## src/design/ang_pkg.sv

```systemverilog
// Package for the audio noise gate: widths, register indexes, reset values,
// gate phase codes and the payload, configuration and command structs.
// No dependencies.
package ang_pkg;

	// Field widths
	localparam int SAMPLE_BITS   = 24;
	localparam int COEFF_BITS    = 16;
	localparam int HOLD_BITS     = 17;
	localparam int GAIN_BITS     = COEFF_BITS + 1;
	localparam int PHASE_BITS    = 3;
	localparam int CFG_IDX_BITS  = 3;
	localparam int CFG_DATA_BITS = 24;

	// Gain constants, Q1.COEFF_BITS
	localparam logic [GAIN_BITS-1:0] GAIN_ONE = GAIN_BITS'(1 << COEFF_BITS);
	localparam logic [GAIN_BITS-1:0] SNAP_HI  =
		GAIN_BITS'((1 << COEFF_BITS) - (1 << COEFF_BITS) / 1000);
	localparam logic [GAIN_BITS-1:0] SNAP_LO  = GAIN_BITS'((1 << COEFF_BITS) / 1000);

	// Register indexes
	localparam logic [CFG_IDX_BITS-1:0] REG_THRESHOLD = 3'd0;
	localparam logic [CFG_IDX_BITS-1:0] REG_ATTACK    = 3'd1;
	localparam logic [CFG_IDX_BITS-1:0] REG_RELEASE   = 3'd2;
	localparam logic [CFG_IDX_BITS-1:0] REG_ENV_DECAY = 3'd3;
	localparam logic [CFG_IDX_BITS-1:0] REG_HOLD      = 3'd4;

	// Register reset values
	localparam logic [SAMPLE_BITS-1:0] THRESHOLD_RST = SAMPLE_BITS'(8389);
	localparam logic [COEFF_BITS-1:0]  ATTACK_RST    = COEFF_BITS'(64228);
	localparam logic [COEFF_BITS-1:0]  RELEASE_RST   = COEFF_BITS'(65509);
	localparam logic [COEFF_BITS-1:0]  ENV_DECAY_RST = COEFF_BITS'(65454);
	localparam logic [HOLD_BITS-1:0]   HOLD_RST      = HOLD_BITS'(2400);

	// Gate phase codes
	typedef enum logic [PHASE_BITS-1:0] {
		PH_CLOSED  = 3'd0,
		PH_OPENING = 3'd1,
		PH_OPEN    = 3'd2,
		PH_HOLDING = 3'd3,
		PH_CLOSING = 3'd4
	} gate_phase_t;

	typedef struct packed {
		logic signed [SAMPLE_BITS-1:0] sample_in;
		logic                          block_end_in;
	} in_item_t;

	typedef struct packed {
		logic signed [SAMPLE_BITS-1:0] sample_out;
		logic [GAIN_BITS-1:0]          gain_now;
		logic [PHASE_BITS-1:0]         gate_phase;
		logic                          block_end_out;
	} out_item_t;

	typedef struct packed {
		logic [SAMPLE_BITS-1:0] threshold_level;
		logic [COEFF_BITS-1:0]  attack_coeff;
		logic [COEFF_BITS-1:0]  release_coeff;
		logic [COEFF_BITS-1:0]  envelope_decay_coeff;
		logic [HOLD_BITS-1:0]   hold_length;
	} cfg_regs_t;

	// Controller to datapath commands
	typedef struct packed {
		logic load_in;
		logic env_step;
		logic gain_step;
		logic scale_step;
		logic out_load;
	} dp_cmd_t;

endpackage

```

## src/design/audio_noise_gate_core.sv

```systemverilog
// Audio noise gate with hold: configuration registers, controller and datapath.
// Depends on ang_pkg, ang_ctrl and ang_dp.
//
// Usage:
// - Input channel in_valid/in_ready/in_data carries one signed sample and a
//   block-end mark per transaction; output channel out_valid/out_ready/out_data
//   returns one scaled sample with the gain and gate phase after its update.
// - Each transaction steps through accept, envelope update, gain and phase
//   update and output scaling. The three multiplications share one multiplier;
//   in_ready is high only while idle, so no new sample is taken until the
//   previous one has been scaled and loaded into the output register.
// - The result sits in an output register, so a new sample is accepted while
//   the previous result waits; if the receiver still stalls when the next
//   result is ready, the controller holds in its scale cycle until it drains.
// - Registers are written through cfg_we/cfg_index/cfg_data; write them only
//   while idle (not enforced by the block); out-of-range indexes are ignored.
// - Reset (arst_n low) restores register defaults, closes the gate with zero
//   gain, envelope and hold count, and empties the output register.
module audio_noise_gate_core (
	input  logic                                clk,
	input  logic                                arst_n,
	input  logic                                in_valid,
	output logic                                in_ready,
	input  ang_pkg::in_item_t                   in_data,
	output logic                                out_valid,
	input  logic                                out_ready,
	output ang_pkg::out_item_t                  out_data,
	input  logic                                cfg_we,
	input  logic [ang_pkg::CFG_IDX_BITS-1:0]    cfg_index,
	input  logic [ang_pkg::CFG_DATA_BITS-1:0]   cfg_data
);
	import ang_pkg::*;

	cfg_regs_t cfg_q;
	dp_cmd_t   cmd;

	// Configuration register writes
	always_ff @(posedge clk or negedge arst_n) begin
		if (!arst_n) begin
			cfg_q.threshold_level      <= THRESHOLD_RST;
			cfg_q.attack_coeff         <= ATTACK_RST;
			cfg_q.release_coeff        <= RELEASE_RST;
			cfg_q.envelope_decay_coeff <= ENV_DECAY_RST;
			cfg_q.hold_length          <= HOLD_RST;
		end else if (cfg_we) begin
			unique case (cfg_index)
				REG_THRESHOLD: cfg_q.threshold_level      <= cfg_data[SAMPLE_BITS-1:0];
				REG_ATTACK:    cfg_q.attack_coeff         <= cfg_data[COEFF_BITS-1:0];
				REG_RELEASE:   cfg_q.release_coeff        <= cfg_data[COEFF_BITS-1:0];
				REG_ENV_DECAY: cfg_q.envelope_decay_coeff <= cfg_data[COEFF_BITS-1:0];
				REG_HOLD:      cfg_q.hold_length          <= cfg_data[HOLD_BITS-1:0];
				default: ;
			endcase
		end
	end

	ang_ctrl u_ctrl (
		.clk       (clk),
		.arst_n    (arst_n),
		.in_valid  (in_valid),
		.in_ready  (in_ready),
		.out_valid (out_valid),
		.out_ready (out_ready),
		.cmd       (cmd)
	);

	ang_dp u_dp (
		.clk      (clk),
		.arst_n   (arst_n),
		.cmd      (cmd),
		.cfg      (cfg_q),
		.in_data  (in_data),
		.out_data (out_data)
	);

endmodule

```

## src/design/ang_ctrl.sv

```systemverilog
// Sequencing controller for the noise gate: steps each transaction through
// envelope, gain and scale cycles and owns both handshakes.
// Depends on ang_pkg.
module ang_ctrl (
	input  logic             clk,
	input  logic             arst_n,
	input  logic             in_valid,
	output logic             in_ready,
	output logic             out_valid,
	input  logic             out_ready,
	output ang_pkg::dp_cmd_t cmd
);
	import ang_pkg::*;

	typedef enum logic [3:0] {
		ST_IDLE  = 4'b0001,
		ST_ENV   = 4'b0010,
		ST_GAIN  = 4'b0100,
		ST_SCALE = 4'b1000
	} ctrl_state_t;

	ctrl_state_t state_q, state_d;
	logic        out_valid_q;
	logic        out_free;

	// Output register can take a result when empty or being drained
	assign out_free  = !out_valid_q || out_ready;
	assign in_ready  = (state_q == ST_IDLE);
	assign out_valid = out_valid_q;

	// Next state and commands
	always_comb begin
		state_d = state_q;
		cmd     = '0;
		unique case (state_q)
			ST_IDLE: begin
				if (in_valid) begin
					cmd.load_in = 1'b1;
					state_d     = ST_ENV;
				end
			end
			ST_ENV: begin
				cmd.env_step = 1'b1;
				state_d      = ST_GAIN;
			end
			ST_GAIN: begin
				cmd.gain_step = 1'b1;
				state_d       = ST_SCALE;
			end
			ST_SCALE: begin
				cmd.scale_step = 1'b1;
				if (out_free) begin
					cmd.out_load = 1'b1;
					state_d      = ST_IDLE;
				end
			end
			default: state_d = ST_IDLE;
		endcase
	end

	always_ff @(posedge clk or negedge arst_n) begin
		if (!arst_n) begin
			state_q     <= ST_IDLE;
			out_valid_q <= 1'b0;
		end else begin
			state_q <= state_d;
			if (cmd.out_load) begin
				out_valid_q <= 1'b1;
			end else if (out_ready) begin
				out_valid_q <= 1'b0;
			end
		end
	end

endmodule

```

## src/design/ang_dp.sv

```systemverilog
// Datapath for the noise gate: sample register, envelope, gate phase, gain and
// hold state, one shared multiplier and the output register.
// Depends on ang_pkg.
module ang_dp (
	input  logic              clk,
	input  logic              arst_n,
	input  ang_pkg::dp_cmd_t  cmd,
	input  ang_pkg::cfg_regs_t cfg,
	input  ang_pkg::in_item_t in_data,
	output ang_pkg::out_item_t out_data
);
	import ang_pkg::*;

	localparam int PROD_BITS = SAMPLE_BITS + GAIN_BITS + 2;
	localparam int RAMP_BITS = COEFF_BITS + GAIN_BITS + 1;

	logic signed [SAMPLE_BITS-1:0] sample_q;
	logic                          block_end_q;
	logic [SAMPLE_BITS-1:0]        env_q;
	logic [GAIN_BITS-1:0]          gain_q, gain_d;
	logic [HOLD_BITS-1:0]          hold_q, hold_d;
	gate_phase_t                   phase_q, phase_d;
	out_item_t                     out_q;

	logic signed [SAMPLE_BITS:0]   mul_a;
	logic signed [GAIN_BITS:0]     mul_b;
	logic signed [PROD_BITS-1:0]   prod;
	logic [COEFF_BITS-1:0]         ramp_coeff;
	logic [SAMPLE_BITS-1:0]        mag;
	logic [SAMPLE_BITS-1:0]        env_d;
	logic [RAMP_BITS-1:0]          ramp_sum;
	logic [GAIN_BITS-1:0]          gain_attack, gain_release;
	logic                          above;
	logic                          hold_done;

	// Attack while opening, release otherwise
	assign ramp_coeff = (phase_q == PH_OPENING) ? cfg.attack_coeff : cfg.release_coeff;

	// Shared multiplier operand select
	always_comb begin
		mul_a = '0;
		mul_b = '0;
		if (cmd.env_step) begin
			mul_a = {1'b0, env_q};
			mul_b = {{(GAIN_BITS + 1 - COEFF_BITS){1'b0}}, cfg.envelope_decay_coeff};
		end else if (cmd.gain_step) begin
			mul_a = {{(SAMPLE_BITS + 1 - COEFF_BITS){1'b0}}, ramp_coeff};
			mul_b = {1'b0, gain_q};
		end else if (cmd.scale_step) begin
			mul_a = {sample_q[SAMPLE_BITS-1], sample_q};
			mul_b = {1'b0, gain_q};
		end
	end

	assign prod = mul_a * mul_b;

	// Peak envelope: jump to magnitude, else decay
	assign mag   = sample_q[SAMPLE_BITS-1] ? (~sample_q + 1'b1) : sample_q;
	assign env_d = (mag > env_q) ? mag : prod[COEFF_BITS +: SAMPLE_BITS];
	assign above = (env_q >= cfg.threshold_level);

	// Gain ramps
	assign ramp_sum = prod[RAMP_BITS-1:0]
		+ (RAMP_BITS'(GAIN_ONE - {1'b0, cfg.attack_coeff}) << COEFF_BITS);
	assign gain_attack  = ramp_sum[COEFF_BITS +: GAIN_BITS];
	assign gain_release = prod[COEFF_BITS +: GAIN_BITS];
	assign hold_done    = (hold_q <= HOLD_BITS'(1));

	// Gate phase update
	always_comb begin
		phase_d = phase_q;
		gain_d  = gain_q;
		hold_d  = hold_q;
		unique case (phase_q)
			PH_OPENING: begin
				gain_d = gain_attack;
				if (gain_attack >= SNAP_HI) begin
					gain_d  = GAIN_ONE;
					phase_d = PH_OPEN;
				end
			end
			PH_OPEN: begin
				if (!above) begin
					phase_d = PH_HOLDING;
					hold_d  = cfg.hold_length;
				end
			end
			PH_HOLDING: begin
				if (above) begin
					phase_d = PH_OPEN;
					hold_d  = cfg.hold_length;
				end else begin
					if (hold_q != '0) begin
						hold_d = hold_q - 1'b1;
					end
					if (hold_done) begin
						phase_d = PH_CLOSING;
					end
				end
			end
			PH_CLOSING: begin
				gain_d = gain_release;
				if (gain_release <= SNAP_LO) begin
					gain_d  = '0;
					phase_d = PH_CLOSED;
				end
				// reopening wins over the snap's phase, not its gain
				if (above) begin
					phase_d = PH_OPENING;
					hold_d  = cfg.hold_length;
				end
			end
			default: begin
				phase_d = PH_CLOSED;
				if (above) begin
					phase_d = PH_OPENING;
					hold_d  = cfg.hold_length;
				end
			end
		endcase
	end

	// Gate state
	always_ff @(posedge clk or negedge arst_n) begin
		if (!arst_n) begin
			env_q   <= '0;
			gain_q  <= '0;
			hold_q  <= '0;
			phase_q <= PH_CLOSED;
		end else begin
			if (cmd.env_step) begin
				env_q <= env_d;
			end
			if (cmd.gain_step) begin
				gain_q  <= gain_d;
				hold_q  <= hold_d;
				phase_q <= phase_d;
			end
		end
	end

	// Input capture and output register
	always_ff @(posedge clk) begin
		if (cmd.load_in) begin
			sample_q    <= in_data.sample_in;
			block_end_q <= in_data.block_end_in;
		end
		if (cmd.out_load) begin
			out_q.sample_out    <= prod[COEFF_BITS +: SAMPLE_BITS];
			out_q.gain_now      <= gain_q;
			out_q.gate_phase    <= phase_q;
			out_q.block_end_out <= block_end_q;
		end
	end

	assign out_data = out_q;

endmodule

```

## config.mk

```make
export PLATFORM = sky130hd
export DESIGN_NAME = audio_noise_gate_core
export DESIGN_NICKNAME = d
export VERILOG_FILES = /design/src/design/ang_pkg.sv /design/src/design/audio_noise_gate_core.sv /design/src/design/ang_ctrl.sv /design/src/design/ang_dp.sv
export SDC_FILE = /design/constraint.sdc
export NUM_CORES = 2
export LEC_CHECK = 0
export ABC_AREA = 1
export BUFFER_PORTS_ARGS = -buffer_cell sky130_fd_sc_hd__clkbuf_2
export CAP_MARGIN = 10
export CORE_MARGIN = 2
export CORE_UTILIZATION = 60
export CTS_CLUSTER_DIAMETER = 60
export CTS_CLUSTER_SIZE = 25
export DETAILED_ROUTE_END_ITERATION = 10
export PLACE_DENSITY_LB_ADDON = 0.12
export SYNTH_ARGS = -nofsm -noshare
export SYNTH_HDL_FRONTEND = slang
export SYNTH_HIERARCHICAL = 1
export SYNTH_SLANG_ARGS = --single-unit
```

## constraint.sdc

```tcl
create_clock -name clk -period 9.7 [get_ports clk]
set_input_delay 0.485 -clock clk [delete_from_list [all_inputs] [get_ports clk]]
set_output_delay 0.485 -clock clk [all_outputs]
set_load 0.005 [all_outputs]
```

* Yosys cells after proc, flatten, opt, wreduce, memory -nomap -nowiden
Index checks and enable logic that the tools add are counted.
** Word-level totals
- Flip-flop bits (word level) :: 225
- Input port bits :: 57
- Output and inout port bits :: 47
- Logic and storage cells :: 100
** Cells by class
- Add/subtract/negate cells :: 4
- Multiply operators :: 1
- Order comparisons :: 5
- Equality and inequality tests :: 19
- Muxes and demuxes :: 36
- Bitwise logic cells :: 2
- Reduce and logical (&&, ||, !) cells :: 16
** Operators with widths (count)
- two-way mux 17 bit :: 7
- two-way mux 25 bit :: 3
- one-hot mux 17 bit (3 select lines) :: 1
- two-way mux 24 bit :: 2
- multiplier 25 x 18 -> 40 bit :: 1
- two-way mux 18 bit :: 2
- one-hot mux 17 bit (2 select lines) :: 1
- adder 33 bit :: 1
- adder 24 x 1 -> 24 bit (second input constant) :: 1
- greater-or-equal comparator 24 bit :: 1
- greater-than comparator 24 bit :: 1
- inverter 24 bit :: 1
- two-way mux 3 bit :: 6
- greater-or-equal comparator 17 x 16 -> 1 bit (second input constant) :: 1
- less-or-equal comparator 17 x 1 -> 1 bit (second input constant) :: 1
- less-or-equal comparator 17 x 7 -> 1 bit (second input constant) :: 1
- nonzero test 17 bit :: 1
- subtractor 17 x 1 -> 17 bit (second input constant) :: 1
- subtractor 17 x 16 -> 17 bit (first input constant) :: 1
- two-way mux 16 bit :: 1
- one-hot mux 4 bit (4 select lines) :: 1
- AND reduction 2 bit :: 7
- == test 3 x 2 -> 1 bit (second input constant) :: 4
- one-hot mux 3 bit (4 select lines) :: 1
- 19 further kinds :: 35

* Depth between registers and ports, before layout
- Word-level depth :: 12
- Gate-level depth with buffers :: 54
- Depth with buffers taken out :: 52

* Cells and area by module
Netlist, hierarchy kept.
** Modules (own cells, without submodules)
- ang_dp :: times used 1, cells each 2970, area each 23581.4 µm², seq. area each 3628.5 µm²
- audio_noise_gate_core :: times used 1, cells each 395, area each 3654.8 µm², seq. area each 2283.4 µm²
- ang_ctrl :: times used 1, cells each 36, area each 272.8 µm², seq. area each 126.4 µm²

* Worst setup path after synthesis
OpenSTA, ideal clock, no wires.
- Path kind :: register -> register
- Start :: reg u_ctrl.state_q[0]
- End :: reg u_dp.gain_q[6]
- Setup time :: 0.122 ns
- Arrival time :: 8.501 ns
- Required time :: 9.578 ns
- Setup slack :: 1.077 ns
- Stages on the path, launching flop included :: 43
- Path buffers :: 5
- Period minus slack after synthesis :: 8.623 ns
- Cells stage by stage :: dfstp_2 -> nor2_1 -> nand2_1 -> inv_1 -> buf_4 -> clkbuf_1 -> nor2_1 -> nand2_1 -> clkbuf_1 -> o22ai_1 -> clkbuf_1 -> nand2_1 -> fa_1 -> fa_1 -> fa_1 -> inv_1 -> fa_1 -> fa_1 -> (+7 left out) -> nand2_1 -> a21oi_2 -> nand3_2 -> a21oi_4 -> o21ai_1 -> xor2_1 -> ha_1 -> a21oi_1 -> o21ai_0 -> a211oi_1 -> nand3_1 -> nand2_1 -> nand3_1 -> nor2_1 -> nand2_2 -> buf_6 -> nand3_2 -> a21oi_2
** RTL lines
- from (decl) :: line ang_ctrl.sv:22 : ctrl_state_t state_q, state_d;
- from (signal assigned) :: line ang_ctrl.sv:66 : state_q <= state_d;
- to (signal assigned) :: line ang_dp.sv:135 : gain_q <= gain_d;
- to (decl) :: line ang_dp.sv:20 : logic [GAIN_BITS-1:0] gain_q, gain_d;

==> impl_metrics.tcl <==
set metrics [dict create \
    cpPeakStageDelay_ns 0.55 \
    cts_buffers 15 \
    synth_nets 4014 \
    routed_wirelength_um 88600 \
    synthDistinctLibCells 55 \
    drcViolationCount 0 \
    finalCritPeriodShare_pct 95.7 \
    clock_sinks 225 \
    hold_viol 0 \
    peakVddDrop_uv 236 \
    pre_cts_ws_ns 0.280 \
    die_x_um 218 \
    finClkSkew_ns 0.0332 \
    min_period_ns 9.28 \
    tightestPinTransition_ns 1.20 \
    async_flop_share_pct 68.9 \
    critPathMaxFanout 11 \
    p_comb_share_pct 50.0 \
    crit_required_ns 10.11 \
    first_pass_iters 6 \
    grt_pass1_vias 24200 \
    yosys_warnings 6 \
    dieArea_um2 47600 \
    power_w 0.00429 \
    avgSynthCellArea_um2 8.09 \
    cts.clk_slew.worst_paths_ns 0.09 \
    slew_violations 0 \
    max_freq_mhz 108 \
    drt_iter0_drc 2502 \
    outcome "finished, final reports clean" \
    rows 78 \
    avgViaCountPerCell 5.68 \
    synth_edf_count 70 \
    hold_path_class "in2async" \
    finalNetCount 4154 \
    utilization_pct 66.2 \
    dp_hpwl_um 72200 \
    yosys-top-cells-area "fa_1 (29%), nand2_1 (10%), inv_1 (10%), dfrtp_1 (9.9%), edfxtp_1 (7.6%)" \
    final_cells 4150 \
    cts_buffer_depth 3 \
    synth_seq_cells 225 \
    cap_violations 0 \
    io_buffers 103 \
    grt.total_usage_pct 38.5 \
    syn_inst 3401 \
    n_antenna_cell 0 \
    p_sw_share_pct 47.9 \
    p_sw_w 0.00205 \
    area_growth_pct 8.91 \
    n_fill_cell 3958 \
    drive_gt1_share_pct 11.3 \
    place_congestion 1.03 \
    setup_ws_ns 0.419 \
    synth.top_cells.by_count "nand2_1 (767), inv_1 (741), fa_1 (395)" \
    powerDensity_nw_per_um2 143 \
    mappedNetlistArea_um2 27500 \
    clk_latency_ns 0.53 \
    wire_per_inst_um 21.3 \
    grt_pass1_wl_um 138000 \
    cts_tree "yes" \
    die_h_um 218 \
    root_buffer "clkbuf_16" \
    placedCellCount 4117 \
    start_util_pct 60.7 \
    setup_viol 0 \
    yosysMostFrequentCell "nand2_1" \
    via_count 23600 \
    timing.hold.ws_ns 0.0581 \
    ant_nets 0 \
    endpoint_kind "flop" \
    synth-seq-area-share_pct 22.0 \
    maxSlewHeadroom_pct 20.0 \
    leakage_nw 15.6 \
    synth.top_cell.area_share_pct 28.7 \
    cts.htree.levels 1 \
    synth_top_cell_by_area "fa_1" \
    ys.flop_type "dfrtp_1" \
    critical_path.most_common_cell "nand2_1" \
    p_clk_share_pct 16.0 \
    core_um2 45300 \
    cp_slowest_cell "fa_1" \
    grt_overflow 0 \
    cp.arrival_ns 9.69 \
    intPower_w 0.00224 \
    criticalPathCategory "reg2reg" \
    cts_hold_buf 0 \
    critPathLaunchType "flop" \
    grt_max_degree 104 \
    antenna_found_initial 0 \
    ios 104 \
    power_frac_seq_pct 34.0 \
]
[area by class of cell]
cell class | count | area, um2 | share of cell area [%]
Multi-Input combinational cell | 2315 | 18300 | 61.1
Timing Repair Buffer | 226 | 1520 | 5.09
Tap cell | 600 | 751 | 2.51
Inverter | 758 | 2870 | 9.56
Clock buffer | 17 | 383 | 1.28
Sequential cell | 225 | 6040 | 20.2
Clock inverter | 9 | 105 | 0.351
[worst max-delay path, delay by kind of cell, from the launching register on]
kind / cells / cell delay (ns)
simple gates: 22 / 2.55
flops: 1 / 0.42
buf+inv: 9 / 1.10
xor+xnor: 1 / 0.20
compound gates: 7 / 1.05
fa+ha+maj: 9 / 3.83
[power groups by stage]
stage	Sequential [W]	Clock (W)	Combinational (W)
2_1_floorplan	0.00137	0	0.00137
6_report	0.00146	0.000688	0.00215
3_3_place_gp	0.00146	0	0.00201
4_1_cts	0.00145	0.000699	0.00207
3_5_place_dp	0.00147	0	0.00205
5_1_grt	0.00148	0.000732	0.00235
[repair_timing]
action | 4_1_cts | 5_1_grt
resized for setup | 0 | 36
buffers inserted | 0 | 7
setup endpoints to repair | 0 | 20
[cell usage in the layout, fill, tap and decap left out, types with 5 or more instances in the layout]
cell	count
ha_1	161
nor2_2	9
a22oi_1	8
inv_2	10
nor2_1	348
xor2_1	50
nor2_4	7
fa_1	395
o21ai_0	100
nor3_1	24
a31oi_1	19
o21bai_1	6
dfstp_2	46
dfrtp_1	109
clkbuf_2	102
o211ai_1	12
a21oi_2	17
nand2_2	14
clkinvlp_4	5
inv_1	737
edfxtp_1	70
o22ai_1	20
nor3_2	5
nand3_2	16
clkinv_1	5
buf_12	6
xnor2_1	25
buf_4	115
nand2_1	762
nand3b_1	10
xor2_2	6
nor4_1	6
nand3_1	126
nand4_1	19
clkbuf_16	15
a21oi_1	110
[worst paths after layout]
| kind | slack [ns] | cells after the start | from | end |
|---|---|---|---|---|
| worst max-delay path | 0.42 | 48 | u_ctrl/state_q[1] | u_dp/phase_q[2] |
| worst min-delay path | 0.06 | 1 | arst_n | u_dp/hold_q[5] |
| worst max register to register | 0.42 | 48 | u_ctrl/state_q[1] | u_dp/phase_q[2] |
| worst min register to register | 0.43 | 0 | u_dp/block_end_q | u_dp/out_data[0] |
| max in group asynchronous | 8.30 | 2 | arst_n | cfg_q[70] |
| min in group clk | 0.14 | 1 | in_data[15] | u_dp/sample_q[14] |
[cell families after synthesis]
logic type,synth area share (%)
buffers and inverters,12.1
AOI/OAI and AO/OA,6.72
DFF,22.0
xor gates and xnor gates,2.74
adders and majority gates,36.1
and+or+nand+nor,20.4
[sequential cells by signal, indices dropped and copies added (netlist names)]
| signal | flops |
|---|---|
| u_dp/env_q | 24 |
| cfg_q | 89 |
| u_dp/out_data | 45 |
| u_dp/gain_q | 17 |
| u_dp/hold_q | 17 |
| u_ctrl/state_q | 4 |
| u_ctrl/out_valid | 1 |
| u_dp/phase_q | 3 |
| u_dp/block_end_q | 1 |
| u_dp/sample_q | 24 |
[layer usage]
layer  up-vias  wire, um  track usage, %  part of all wire (%)
met1     11500     34000            50.7                    38
met5         -         0               0                     0
met4         0      5280            19.5                   6.0
met2      1245     40400            61.2                    46
met3       230      8860            7.20                    10
li1      10600         -               -                     -
[metrics by stage]
stage	instance area [um2]	setup TNS (ns)
6_report	30000	0
3_3_place_gp	29300	0
2_1_floorplan	27500	0
5_1_grt	30000	-0.0899
3_5_place_dp	29300	0
4_1_cts	29800	0
Note: power is estimated with default switching activity, not from simulation.
